**src/hw/rtl/bemc_pkg.sv**
```systemverilog
// Package for the boom energy mode controller.
// Holds the item structs, the mode codes, the register indexes and the thresholds.
// It has no dependencies and is used by boom_energy_mode_controller.
package bemc_pkg;

  // Configuration port widths and register indexes.
  localparam int CFG_IDX_W  = 2;
  localparam int CFG_DATA_W = 4;
  localparam logic [CFG_IDX_W-1:0] CFG_SAVE_ENABLE = 2'd0;
  localparam logic [CFG_IDX_W-1:0] CFG_DIAL_GRADE  = 2'd1;

  localparam logic       RST_SAVE_ENABLE = 1'b1;
  localparam logic [3:0] RST_DIAL_GRADE  = 4'd10;

  // Boom operating modes.
  typedef enum logic [2:0] {
    MODE_LOWER   = 3'd0,
    MODE_RAISE   = 3'd1,
    MODE_LOWEN   = 3'd2,
    MODE_NEUTRAL = 3'd3,
    MODE_PROP    = 3'd4,
    MODE_NOSAVE  = 3'd5,
    MODE_RELIEF  = 3'd6
  } mode_t;

  // Pressure thresholds in bar.
  localparam logic [9:0] P_BIG_HIGH     = 10'd150;
  localparam logic [9:0] P_BIG_LOW      = 10'd50;
  localparam logic [9:0] P_ACC_UP_SET   = 10'd195;
  localparam logic [9:0] P_ACC_UP_CLR   = 10'd190;
  localparam logic [9:0] P_ACC_BACK     = 10'd210;
  localparam logic [9:0] P_ACC_DOWN     = 10'd215;
  localparam logic [9:0] P_DT7_SET      = 10'd290;
  localparam logic [9:0] P_DT7_CLR      = 10'd250;
  localparam logic [9:0] P_THR_HIGH     = 10'd320;
  localparam logic [9:0] P_THR_MID      = 10'd315;
  localparam logic [9:0] P_THR_LOW      = 10'd305;
  localparam logic [10:0] P_PROP_MARGIN = 11'd50;
  localparam logic [3:0] DIAL_TOP       = 4'd10;
  localparam logic [3:0] DIAL_MID       = 4'd9;

  // Timer thresholds in 10 ms ticks.
  localparam logic [15:0] T_RAISE_ENTRY = 16'd50;
  localparam logic [15:0] T_PROP_ENTRY  = 16'd100;
  localparam logic [15:0] T_LOWEN_DROP  = 16'd10;
  localparam logic [15:0] T_NEUTRAL_V1  = 16'd1;
  localparam logic [15:0] T_NEUTRAL_ALL = 16'd200;
  localparam logic [15:0] T_PROP_V1     = 16'd40;
  localparam logic [15:0] T_NOSAVE_DROP = 16'd10;
  localparam logic [15:0] T_MAX         = 16'hFFFF;

  // One input item.
  typedef struct packed {
    logic       tick_10ms;
    logic       boom_up_pilot;
    logic       boom_down_pilot;
    logic       relief_request;
    logic       restart_event;
    logic [9:0] big_chamber_bar;
    logic [9:0] small_chamber_bar;
    logic [9:0] accum_bar;
    logic [9:0] pump_two_bar;
    logic       pilot_sensor_fault;
  } in_item_t;

  // One result item.
  typedef struct packed {
    logic [2:0] work_mode;
    logic       valve_one;
    logic       valve_two;
    logic       valve_seven;
    logic       valve_eight;
    logic       lower_mode_active;
  } out_item_t;

endpackage

```
**src/hw/rtl/boom_energy_mode_controller.sv**
```systemverilog
// Boom energy mode controller: mode selection, hysteresis latches, timers, solenoids.
// Depends on bemc_pkg for item structs, mode codes and thresholds.
//
//   Channel | Handshake                 | Payload
//   --------+---------------------------+----------------------------------
//   in      | in_valid / in_stall       | in_data  (bemc_pkg::in_item_t)
//   out     | out_valid / out_stall     | out_data (bemc_pkg::out_item_t)
//   cfg     | cfg_valid / cfg_ready     | cfg_index, cfg_data
//
// An item is captured in the input register, then evaluated combinationally against the
// controller state, which is updated in the same edge that loads the result register.
// One item per cycle is sustained unless the output stalls, set by the state update loop.
// Reset (synchronous, rst_n low) clears timers, latches, valves and valid flags and
// loads the register defaults. A stalled result holds; one more item waits at the input.
module boom_energy_mode_controller (
  input  logic                               clk,
  input  logic                               rst_n,
  input  logic                               in_valid,
  output logic                               in_stall,
  input  bemc_pkg::in_item_t                 in_data,
  output logic                               out_valid,
  input  logic                               out_stall,
  output bemc_pkg::out_item_t                out_data,
  input  logic                               cfg_valid,
  output logic                               cfg_ready,
  input  logic [bemc_pkg::CFG_IDX_W-1:0]     cfg_index,
  input  logic [bemc_pkg::CFG_DATA_W-1:0]    cfg_data
);
  import bemc_pkg::*;

  typedef struct packed {
    logic restart;
    logic first;
    logic back;
    logic prop;
    logic afterprop;
    logic upin;
    logic uplow;
    logic bigload;
    logic downfirst;
    logic dt7;
  } latch_t;

  typedef struct packed {
    logic v1;
    logic v2;
    logic v7;
    logic v8;
  } valve_t;

  // Saturating tick counter that clears when its condition drops.
  function automatic logic [15:0] tick_count(input logic [15:0] t, input logic cond);
    logic [15:0] res;
    if (!cond) begin
      res = '0;
    end else if (t != T_MAX) begin
      res = t + 16'd1;
    end else begin
      res = t;
    end
    return res;
  endfunction

  logic        save_en_r;
  logic [3:0]  dial_r;
  in_item_t    in_r;
  logic        in_vld_r;
  out_item_t   out_r;
  logic        out_vld_r;
  logic [15:0] prop_entry_r, raise_entry_r, lowen_tmr_r, prop_tmr_r, nosave_tmr_r;
  logic [15:0] neutral_tmr_r;
  latch_t      lat_r;
  valve_t      valve_r;
  logic        lower_flag_r;

  logic        advance;
  mode_t       mode;
  latch_t      lat_nxt;
  valve_t      valve_nxt;
  logic        lower_flag_nxt;
  logic [9:0]  thr;
  logic [10:0] big_margin;

  // Handshakes: the stage advances when the result register is free or being emptied.
  assign advance   = in_vld_r && (!out_vld_r || !out_stall);
  assign in_stall  = in_vld_r && !advance;
  assign cfg_ready = 1'b1;
  assign out_valid = out_vld_r;
  assign out_data  = out_r;

  // Configuration registers.
  always_ff @(posedge clk) begin
    if (!rst_n) begin
      save_en_r <= RST_SAVE_ENABLE;
      dial_r    <= RST_DIAL_GRADE;
    end else if (cfg_valid && cfg_ready) begin
      unique case (cfg_index)
        CFG_SAVE_ENABLE: save_en_r <= cfg_data[0];
        CFG_DIAL_GRADE:  dial_r    <= cfg_data;
        default: ;
      endcase
    end
  end

  // Input register.
  always_ff @(posedge clk) begin
    if (!rst_n) begin
      in_vld_r <= 1'b0;
    end else begin
      in_vld_r <= (in_valid && !in_stall) || (in_vld_r && !advance);
    end
  end

  always_ff @(posedge clk) begin
    if (in_valid && !in_stall) begin
      in_r <= in_data;
    end
  end

  // Mode selection, latch updates and solenoid drive for the registered item.
  always_comb begin
    lat_nxt        = lat_r;
    valve_nxt      = valve_r;
    lower_flag_nxt = lower_flag_r;
    mode           = MODE_NOSAVE;

    if (in_r.restart_event) begin
      lat_nxt.restart = 1'b1;
    end

    if (in_r.relief_request) begin
      mode = MODE_RELIEF;
    end else if (save_en_r) begin
      // Raise decision.
      if (in_r.boom_up_pilot) begin
        if (lat_nxt.restart) begin
          lat_nxt.first = 1'b1;
          if (lat_nxt.back) begin
            lat_nxt.restart = 1'b0;
            lat_nxt.back    = 1'b0;
          end
          mode = MODE_NOSAVE;
          if (in_r.big_chamber_bar > P_BIG_HIGH) lat_nxt.prop = 1'b0;
        end else if (in_r.big_chamber_bar <= P_BIG_LOW || lat_nxt.afterprop) begin
          mode = MODE_NOSAVE;
          lat_nxt.afterprop = 1'b1;
          if (in_r.big_chamber_bar > P_BIG_HIGH) begin
            lat_nxt.afterprop = 1'b0;
            lat_nxt.prop      = 1'b0;
          end
        end else if ((in_r.accum_bar > P_ACC_UP_SET || lat_nxt.upin) && !lat_nxt.uplow) begin
          lat_nxt.upin = 1'b1;
          if (in_r.accum_bar < P_ACC_UP_CLR) lat_nxt.upin = 1'b0;
          if (raise_entry_r >= T_RAISE_ENTRY || lat_nxt.bigload) begin
            mode = MODE_NOSAVE;
            lat_nxt.bigload = 1'b1;
          end else begin
            mode = MODE_RAISE;
          end
        end else begin
          mode = MODE_LOWEN;
          lat_nxt.uplow = 1'b1;
        end
      end
      // Lowering decision overrides the raise decision.
      if (in_r.boom_down_pilot) begin
        if (lat_nxt.first && in_r.accum_bar > P_ACC_BACK) begin
          lat_nxt.first = 1'b0;
          lat_nxt.back  = 1'b1;
        end
        if (in_r.accum_bar < P_ACC_DOWN || lat_nxt.downfirst) begin
          lat_nxt.downfirst = 1'b1;
          if (prop_entry_r > T_PROP_ENTRY || lat_nxt.prop) begin
            mode = MODE_PROP;
            lat_nxt.prop = 1'b1;
          end else begin
            mode = MODE_LOWER;
          end
        end else begin
          mode = MODE_NOSAVE;
        end
      end
      if (!in_r.boom_up_pilot && !in_r.boom_down_pilot) begin
        mode = MODE_NEUTRAL;
        lat_nxt.uplow = 1'b0;
      end
    end

    // Solenoid drive; bits a mode does not touch keep their value.
    unique case (mode)
      MODE_LOWER: begin
        lower_flag_nxt = 1'b1;
        valve_nxt.v1 = 1'b0;
        valve_nxt.v2 = 1'b1;
        valve_nxt.v8 = 1'b1;
      end
      MODE_RAISE: begin
        valve_nxt.v1 = 1'b0;
        valve_nxt.v2 = 1'b1;
        valve_nxt.v8 = 1'b1;
        if (in_r.pump_two_bar >= P_DT7_SET || lat_nxt.dt7) begin
          valve_nxt.v7 = 1'b1;
          lat_nxt.dt7  = 1'b1;
          if (in_r.pump_two_bar < P_DT7_CLR) lat_nxt.dt7 = 1'b0;
        end else begin
          valve_nxt.v7 = 1'b0;
        end
      end
      MODE_LOWEN: begin
        valve_nxt.v7 = 1'b1;
        valve_nxt.v1 = 1'b1;
        if (lowen_tmr_r > T_LOWEN_DROP) begin
          valve_nxt.v2 = 1'b0;
          valve_nxt.v8 = 1'b0;
        end
      end
      MODE_NEUTRAL: begin
        lower_flag_nxt    = 1'b0;
        lat_nxt.dt7       = 1'b0;
        lat_nxt.downfirst = 1'b0;
        lat_nxt.bigload   = 1'b0;
        if (neutral_tmr_r >= (valve_r.v1 ? T_NEUTRAL_V1 : T_NEUTRAL_ALL)) begin
          valve_nxt.v1 = 1'b0;
          valve_nxt.v2 = 1'b0;
          valve_nxt.v8 = 1'b0;
        end
        valve_nxt.v7 = 1'b0;
      end
      MODE_PROP: begin
        valve_nxt.v2 = 1'b0;
        valve_nxt.v8 = 1'b0;
        valve_nxt.v7 = 1'b0;
        if (prop_tmr_r >= T_PROP_V1) valve_nxt.v1 = 1'b1;
      end
      MODE_RELIEF: begin
        valve_nxt.v1 = 1'b1;
        valve_nxt.v2 = 1'b1;
        valve_nxt.v8 = 1'b1;
      end
      default: begin
        valve_nxt.v1 = !(!in_r.pilot_sensor_fault && neutral_tmr_r >= T_NEUTRAL_V1);
        if (nosave_tmr_r >= T_NOSAVE_DROP) begin
          valve_nxt.v2 = 1'b0;
          valve_nxt.v8 = 1'b0;
        end
        valve_nxt.v7 = 1'b1;
      end
    endcase
  end

  // Raise threshold from the dial, and the rod-side margin for prop entry.
  assign thr = (dial_r >= DIAL_TOP) ? P_THR_HIGH :
               ((dial_r == DIAL_MID) ? P_THR_MID : P_THR_LOW);
  assign big_margin = {1'b0, in_r.big_chamber_bar} + P_PROP_MARGIN;

  // Controller state; timers see the old values above and advance afterwards.
  always_ff @(posedge clk) begin
    if (!rst_n) begin
      prop_entry_r  <= '0;
      raise_entry_r <= '0;
      lowen_tmr_r   <= '0;
      prop_tmr_r    <= '0;
      nosave_tmr_r  <= '0;
      neutral_tmr_r <= '0;
      lat_r         <= '0;
      valve_r       <= '0;
      lower_flag_r  <= 1'b0;
    end else if (advance) begin
      lat_r        <= lat_nxt;
      valve_r      <= valve_nxt;
      lower_flag_r <= lower_flag_nxt;
      if (in_r.tick_10ms) begin
        prop_entry_r  <= tick_count(prop_entry_r, in_r.boom_down_pilot &&
                                    ({1'b0, in_r.small_chamber_bar} >= big_margin));
        raise_entry_r <= tick_count(raise_entry_r, in_r.boom_up_pilot &&
                                    (in_r.pump_two_bar >= thr));
        prop_tmr_r    <= tick_count(prop_tmr_r, mode == MODE_PROP);
        lowen_tmr_r   <= tick_count(lowen_tmr_r, mode == MODE_LOWEN);
        neutral_tmr_r <= tick_count(neutral_tmr_r,
                                    !in_r.boom_up_pilot && !in_r.boom_down_pilot);
        nosave_tmr_r  <= tick_count(nosave_tmr_r, mode == MODE_NOSAVE);
      end
    end
  end

  // Result register.
  always_ff @(posedge clk) begin
    if (!rst_n) begin
      out_vld_r <= 1'b0;
    end else begin
      out_vld_r <= advance || (out_vld_r && out_stall);
    end
  end

  always_ff @(posedge clk) begin
    if (advance) begin
      out_r.work_mode         <= mode;
      out_r.valve_one         <= valve_nxt.v1;
      out_r.valve_two         <= valve_nxt.v2;
      out_r.valve_seven       <= valve_nxt.v7;
      out_r.valve_eight       <= valve_nxt.v8;
      out_r.lower_mode_active <= lower_flag_nxt;
    end
  end

  // The input side only stalls while it holds an item.
  a_stall_needs_item: assert property (@(posedge clk) disable iff (!rst_n)
    in_stall |-> in_vld_r)
    else $error("input stalled with an empty input register");

  // Relief mode always opens DT1, DT2 and DT8.
  a_relief_valves: assert property (@(posedge clk) disable iff (!rst_n)
    (out_vld_r && out_r.work_mode == MODE_RELIEF) |->
      (out_r.valve_one && out_r.valve_two && out_r.valve_eight))
    else $error("relief result without DT1, DT2 and DT8");

  // Lower mode raises the lower flag, neutral mode drops it.
  a_lower_flag: assert property (@(posedge clk) disable iff (!rst_n)
    (out_vld_r && out_r.work_mode == MODE_LOWER) |-> out_r.lower_mode_active)
    else $error("lower result without lower flag");

  a_neutral_flag: assert property (@(posedge clk) disable iff (!rst_n)
    (out_vld_r && out_r.work_mode == MODE_NEUTRAL) |->
      (!out_r.lower_mode_active && !out_r.valve_seven))
    else $error("neutral result with lower flag or DT7 set");

  // Timers only move on an item that carries a tick.
  a_timer_hold: assert property (@(posedge clk) disable iff (!rst_n)
    !(advance && in_r.tick_10ms) |=> ($stable(neutral_tmr_r) && $stable(prop_entry_r)))
    else $error("timer changed without a tick");

endmodule

```
**config.mk**
```make
export PLATFORM = sky130hd
export DESIGN_NAME = boom_energy_mode_controller
export DESIGN_NICKNAME = d
export VERILOG_FILES = /design/src/hw/rtl/bemc_pkg.sv /design/src/hw/rtl/boom_energy_mode_controller.sv
export SDC_FILE = /design/constraint.sdc
export NUM_CORES = 1
export LEC_CHECK = 0
export BUFFER_PORTS_ARGS = -buffer_cell sky130_fd_sc_hd__buf_2
export CORE_ASPECT_RATIO = 0.6
export CORE_MARGIN = 2
export CORE_UTILIZATION = 40
export CTS_BUF_LIST = sky130_fd_sc_hd__clkbuf_16
export DETAILED_ROUTE_END_ITERATION = 12
export HOLD_SLACK_MARGIN = 0.03
export SLEW_MARGIN = 20
export SYNTH_ARGS = -nofsm -noshare
export SYNTH_HDL_FRONTEND = slang
export SYNTH_SLANG_ARGS = --single-unit
```
**constraint.sdc**
```tcl
create_clock -name clk -period 3.5 [get_ports clk]
set_input_delay 1.05 -clock clk [delete_from_list [all_inputs] [get_ports clk]]
set_output_delay 1.05 -clock clk [all_outputs]
set_load 0.01 [all_outputs]
```
### Yosys cells after proc, flatten, opt, wreduce, memory -nomap -nowiden

Cells that the tools add are included.
Widths: inputs -> output; s select.

| word-level totals | value |
|---|---|
| bits in registers | 172 |
| output and inout port bits | 11 |

| cells by class | value |
|---|---|
| equal/unequal tests | 33 |
| $lt $le $gt $ge | 18 |
| add/sub/neg operators | 7 |
| bitwise operators | 1 |
| reduce and logical (&&, ||, !) cells | 56 |
| multiplexer cells | 68 |

Operators with widths:

| kind | number |
|---|---|
| $mux 16 | 12 |
| $add 16x1->16 const B | 6 |
| $ne 16x16->1 const B | 6 |
| $mux 3 | 14 |
| $ge 16x6->1 const B | 2 |
| $mux 8 | 4 |
| $gt 10x8->1 const B | 3 |
| $lt 10x8->1 const B | 3 |
| $reduce_and 3->1 | 8 |
| $mux 1 | 23 |
| $mux 9 | 2 |
| $ne 2x1->1 const B | 9 |
| $ge 16x1->1 const B | 1 |
| $ge 16x4->1 const B | 1 |
| $ge 16x8->1 | 1 |
| $gt 16x4->1 const B | 1 |
| $gt 16x7->1 const B | 1 |
| $reduce_and 7->1 | 2 |
| $reduce_bool 2->1 | 7 |
| $ne 4x3->1 const B | 3 |
| $add 10x6->11 const B | 1 |
| $ge 10x11->1 | 1 |
| $ge 10x9->1 | 1 |
| $ge 10x9->1 const B | 1 |
| 30 further kinds | 70 |

### Depth between registers and ports, before layout

| depth | value |
|---|---|
| depth after elaboration | 19 |
| depth in mapped cells | 15 |
| gate-level depth less buffers | 14 |

### Worst setup path before layout

OpenSTA, ideal clock, no wires.

| timing | value |
|---|---|
| path type | input to register |
| start point | in out_stall |
| end point | reg in_r[0] (netlist bit), enable pin |
| cell stages on the path | 2 |
| arrival | 3.315 ns |
| setup time | 0.455 ns |
| setup slack | -0.269 ns |
| cells stage by stage | and3_1 nor2b_1 |

| on the way | value |
|---|---|
| longest elaborated chain between the ends | 7 |

RTL lines:

| element | RTL line | source |
|---|---|---|
| from (decl) | boom_energy_mode_controller.sv:22 | `input logic out_stall,` |
| $logic_not 1->1 | boom_energy_mode_controller.sv:85 | `assign advance = in_vld_r && (!out_vld_r \|\| !out_stall);` |
| $logic_or 1x1->1 | boom_energy_mode_controller.sv:85 |  |
| $logic_and 1x1->1 | boom_energy_mode_controller.sv:85 |  |
| $logic_not 1->1 | boom_energy_mode_controller.sv:86 | `assign in_stall = in_vld_r && !advance;` |
| $logic_and 1x1->1 | boom_energy_mode_controller.sv:86 |  |
| $logic_not 1->1 | boom_energy_mode_controller.sv:115 | `if (in_valid && !in_stall) begin` |
| $logic_and 1x1->1 | boom_energy_mode_controller.sv:115 |  |
| to (signal assigned) | boom_energy_mode_controller.sv:116 | `in_r <= in_data;` |
| to (decl) | boom_energy_mode_controller.sv:66 | `in_item_t in_r;` |

Every way passes these cells.
A chain may end at the register's enable or synchronous reset.

### Worst setup path after layout

| timing | value |
|---|---|
| start point | reg in_r[32] (netlist bit) |
| end point | reg prop_entry_r[13] |

| on the way | value |
|---|---|
| longest elaborated chain between the ends | 5 |

RTL lines:

| element | RTL line | source |
|---|---|---|
| $add 10x6->11 * | boom_energy_mode_controller.sv:254 | `assign big_margin = {1'b0, in_r.big_chamber_bar} + P_PROP_MARGIN;` |
| $ge 10x11->1 * | boom_energy_mode_controller.sv:274 | `({1'b0, in_r.small_chamber_bar} >= big_margin));` |
| $logic_and 1x1->1 * | boom_energy_mode_controller.sv:273 | `prop_entry_r <= tick_count(prop_entry_r, in_r.boom_down_pilot &&` |
| $ne 2x1->1 (no source line) | n/a |  |
| $reduce_and 3->1 (no source line) | n/a |  |
| to (signal assigned) | boom_energy_mode_controller.sv:273 |  |
| to (decl) | boom_energy_mode_controller.sv:70 | `logic [15:0] prop_entry_r, raise_entry_r, lowen_tmr_r, prop_tmr_r, nosave_tmr_r;` |

Every way passes the cells marked *; elsewhere a longest branch is shown, timed or not.

==> impl_metrics.json <==
{
  "status": "finished, final reports clean",
  "nNetsFinal": 1089,
  "post-synth-top-count-cell": "nor2_1",
  "cts_buffers": 17,
  "async_flop_share_pct": 0,
  "critical_path.top_delay_family": "simple AND/OR/NAND/NOR gates",
  "vias_per_cell": 5.399,
  "utilization_pct": 46.93,
  "grt_max_degree": 26,
  "syn_avg_cell_area_sq_um": 9.168,
  "min-delay-start": "lat_r[4]",
  "ys_seq_area_share_pct": 47.08,
  "cts_setup_buffers": 0,
  "crit_path_end_kind": "flip-flop",
  "clk_pin_slew_ns": 0.07,
  "route.detailed.drc": 0,
  "grt.total_usage_pct": 19.22,
  "crit_arrival_ns": 3.44,
  "r2r.worst_path.cells": 14,
  "grt_antenna_before_repair": 0,
  "fin_skew_ns": 0.01043,
  "multiInputGateArea_sq_um": 4269,
  "die_w_microns": 191.8,
  "io-pin-count": 68,
  "regArea_sq_um": 3984,
  "max_freq_ghz": 0.3209,
  "syn2layout_area_growth_pct": 15.79,
  "vias": 6965,
  "critPathRequiredTime_ns": 3.83,
  "n_antenna_cell": 0,
  "r2r-start": "in_r[32]",
  "drive_gt1_share_pct": 12.46,
  "post-route-min-period_ns": 3.116,
  "clk_latency_ns": 0.44,
  "maxSlewViolCount": 0,
  "min_path_cells": 2,
  "crit_type": "reg2reg",
  "synth.area.top_cells": "dfxtp_1 (28%), edfxtp_1 (19%), nor2_1 (5.7%)",
  "worstPathCellList": "ha_1 > a21oi_1 > nand2b_1 > nand2_1 > xor2_1 > ha_1 > or4_1 > a211oi_1 > o21ai_0 > a31oi_1 > buf_4 > nand4_1 > xor2_1 > nor2_1",
  "syn_nets": 1014,
  "finalSetupViolations": 0,
  "cts_tree": "yes",
  "cts_resized": 0,
  "cts_htree_levels": 4,
  "wirelength_mm": 20.30,
  "tightest_slew_ns": 0.8039,
  "grt_pass1_vias": 6238,
  "clock_path_buffers": 2,
  "cts_num_sinks": 172,
  "dp_hpwl_mm": 14.72,
  "pwr_density_cell_nw_per_um2": 456.3,
  "mappedNetlistArea_sq_um": 8462,
  "yosys_warnings": 0,
  "overflow": 0,
  "p_leak_nw": 3.601,
  "wl_per_cell_microns": 15.73,
  "synth_edf_count": 54,
  "root_buffer": "clkbuf_16",
  "rows": 41,
  "yosysTopAreaCell": "dfxtp_1",
  "fillers": 1963,
  "grt_pass1_wl_mm": 33.34,
  "drtAntennaViolNets": 0,
  "period_share_pct": 89.04,
  "slowest_delay_ns": 0.55,
  "drt-pass1-iter-count": 5,
  "max_slew_margin_pct": 45.99,
  "synth_commonest_cells": "nor2_1 (129), dfxtp_1 (118), nand2_1 (66), a21oi_1 (62), edfxtp_1 (54)",
  "ys.flop_type": "dfxtp_1",
  "synth_cell_types": 57,
  "worstPathBufferInverterCount": 1,
  "core_region_area_sq_um": 20880,
  "die_h_microns": 116.7,
  "yosys.area.top_type_share_pct": 27.92,
  "vdd_ir_drop_max_uv": 376.3,
  "crit_path_max_fanout": 12,
  "hold_buffers": 0,
  "setup_tns_ns": 0,
  "dieArea_sq_um": 22370,
  "max_cap_viol_count": 0,
  "place_congestion": 0.8710,
  "min_path_type": "reg2reg",
  "synthCells": 923,
  "start_util_pct": 40.53,
  "worstSetupStartpointType": "flip-flop",
  "whs_endpoint": "lat_r[4]",
  "r2r_slack_ns": 0.38,
  "critPathSlowestCell": "or4_1",
  "first_iter_violations": 689,
  "r2r_end": "prop_entry_r[13]",
  "rsz0062_at_grt": "no",
  "ys_ff_latch": 172,
  "port_buffers": 66,
  "hold_violations": 0
}
[cell usage in the layout, fill, tap and decap left out, drive strengths merged, types with 4 or more instances in the layout]
cell    synthesis  layout
a211oi          8       8
o211ai          5       5
or4            10      10
nor3           29      29
xnor2          40      40
nor2b           4       4
xor2           35      35
nand3b          5       5
clkbuf         22      17
and2            7       7
a31oi           7       7
dfxtp         118     118
nand3          46      46
o31ai           6       6
edfxtp         54      54
nor4b           4       4
o21ai          44      44
and4            9       9
buf             6      84
nor2          129     129
or3            13      13
a21o            8       8
mux2i           6       6
inv            26      30
nand4          28      28
bufinv          0       4
nor4           28      28
a211o           4       4
and3           21      21
nand2b          8       8
ha             34      34
nand2          66      66
clkinv          0       5
a21oi          62      62
[where the power goes]
part	leakage (nW)	switching, mW	total, mW	internal, mW
Clock	0.299	0.821	2.02	1.19
Combinational	1.83	0.190	0.305	0.115
Sequential	1.47	0.0407	2.15	2.11
[registers in the layout, summed over array words and instances, names as in the netlist]
| signal | flops |
|---|---|
| dial_r | 4 |
| in_r | 46 |
| in_vld_r | 1 |
| lat_r | 10 |
| lowen_tmr_r | 16 |
| lower_flag_r | 1 |
| neutral_tmr_r | 16 |
| nosave_tmr_r | 16 |
| out_data | 8 |
| out_valid | 1 |
| prop_entry_r | 16 |
| prop_tmr_r | 16 |
| raise_entry_r | 16 |
| save_en_r | 1 |
| valve_r | 4 |
[metal layers]
metal / vias to the layer above / track usage (%) / share of wire [%]
li1: 3505 / - / -
met1: 3275 / 30.00 / 54
met2: 167 / 25.87 / 39
met3: 18 / 4.147 / 5.6
met4: 0 / 5.846 / 1.2
met5: - / 0 / 0
[worst max-delay path by stage]
stage                          from                to  slack [ns]  depth (start not counted)
final                      in_r[32]  prop_entry_r[13]        0.38                         14
after global routing       in_r[32]  prop_entry_r[11]        0.01                         14
after CTS                  in_r[32]  nosave_tmr_r[10]        0.25                         10
after detailed placement   in_r[32]  nosave_tmr_r[10]        0.27                         10
after floorplan           out_stall  nosave_tmr_r[13]        0.28                         10
after global placement     in_r[37]  nosave_tmr_r[10]        0.39                          8
[per-stage QoR]
stage	setup slack [ns]	power (mW)	std cells	area, sq um	hold slack (ns)
finish	0.3836	4.470	1290	9798	0.4554
global route	0.009952	4.642	1290	9798	0.4693
CTS	0.2464	4.511	1290	9789	0.4591
detailed placement	0.2698	2.496	1258	9169	0.4494
global placement	0.3879	2.492	1258	9169	0.4454
floorplan	0.2813	2.371	923	8464	0.4256
[worst min-delay path, cell delays in order (launching register included)]
cell	delay [ns]
dfxtp_1	0.31
nand2_1	0.05
a21oi_1	0.05
[area by class of cell]
cell class / instances / share of cell area (%)
inverters: 26 / 0.9960
flip-flops and latches: 172 / 40.66
clock inverters: 15 / 1.992
multi-input cells: 697 / 43.57
repair buffers: 84 / 4.878
clock buffers: 17 / 4.342
well taps: 279 / 3.563
[cell families after synthesis]
logic type / count (synthesis) / synth area share, %
other: 1 / 0.04432
muxes: 6 / 0.7098
and+or+nand+nor: 414 / 24.46
AOI/OAI and AO/OA: 167 / 12.26
buffers and inverters: 54 / 2.661
DFF: 172 / 47.08
adders and majority gates: 34 / 5.027
xor gates and xnor gates: 75 / 7.763
Power figures use the tool's default switching activity.
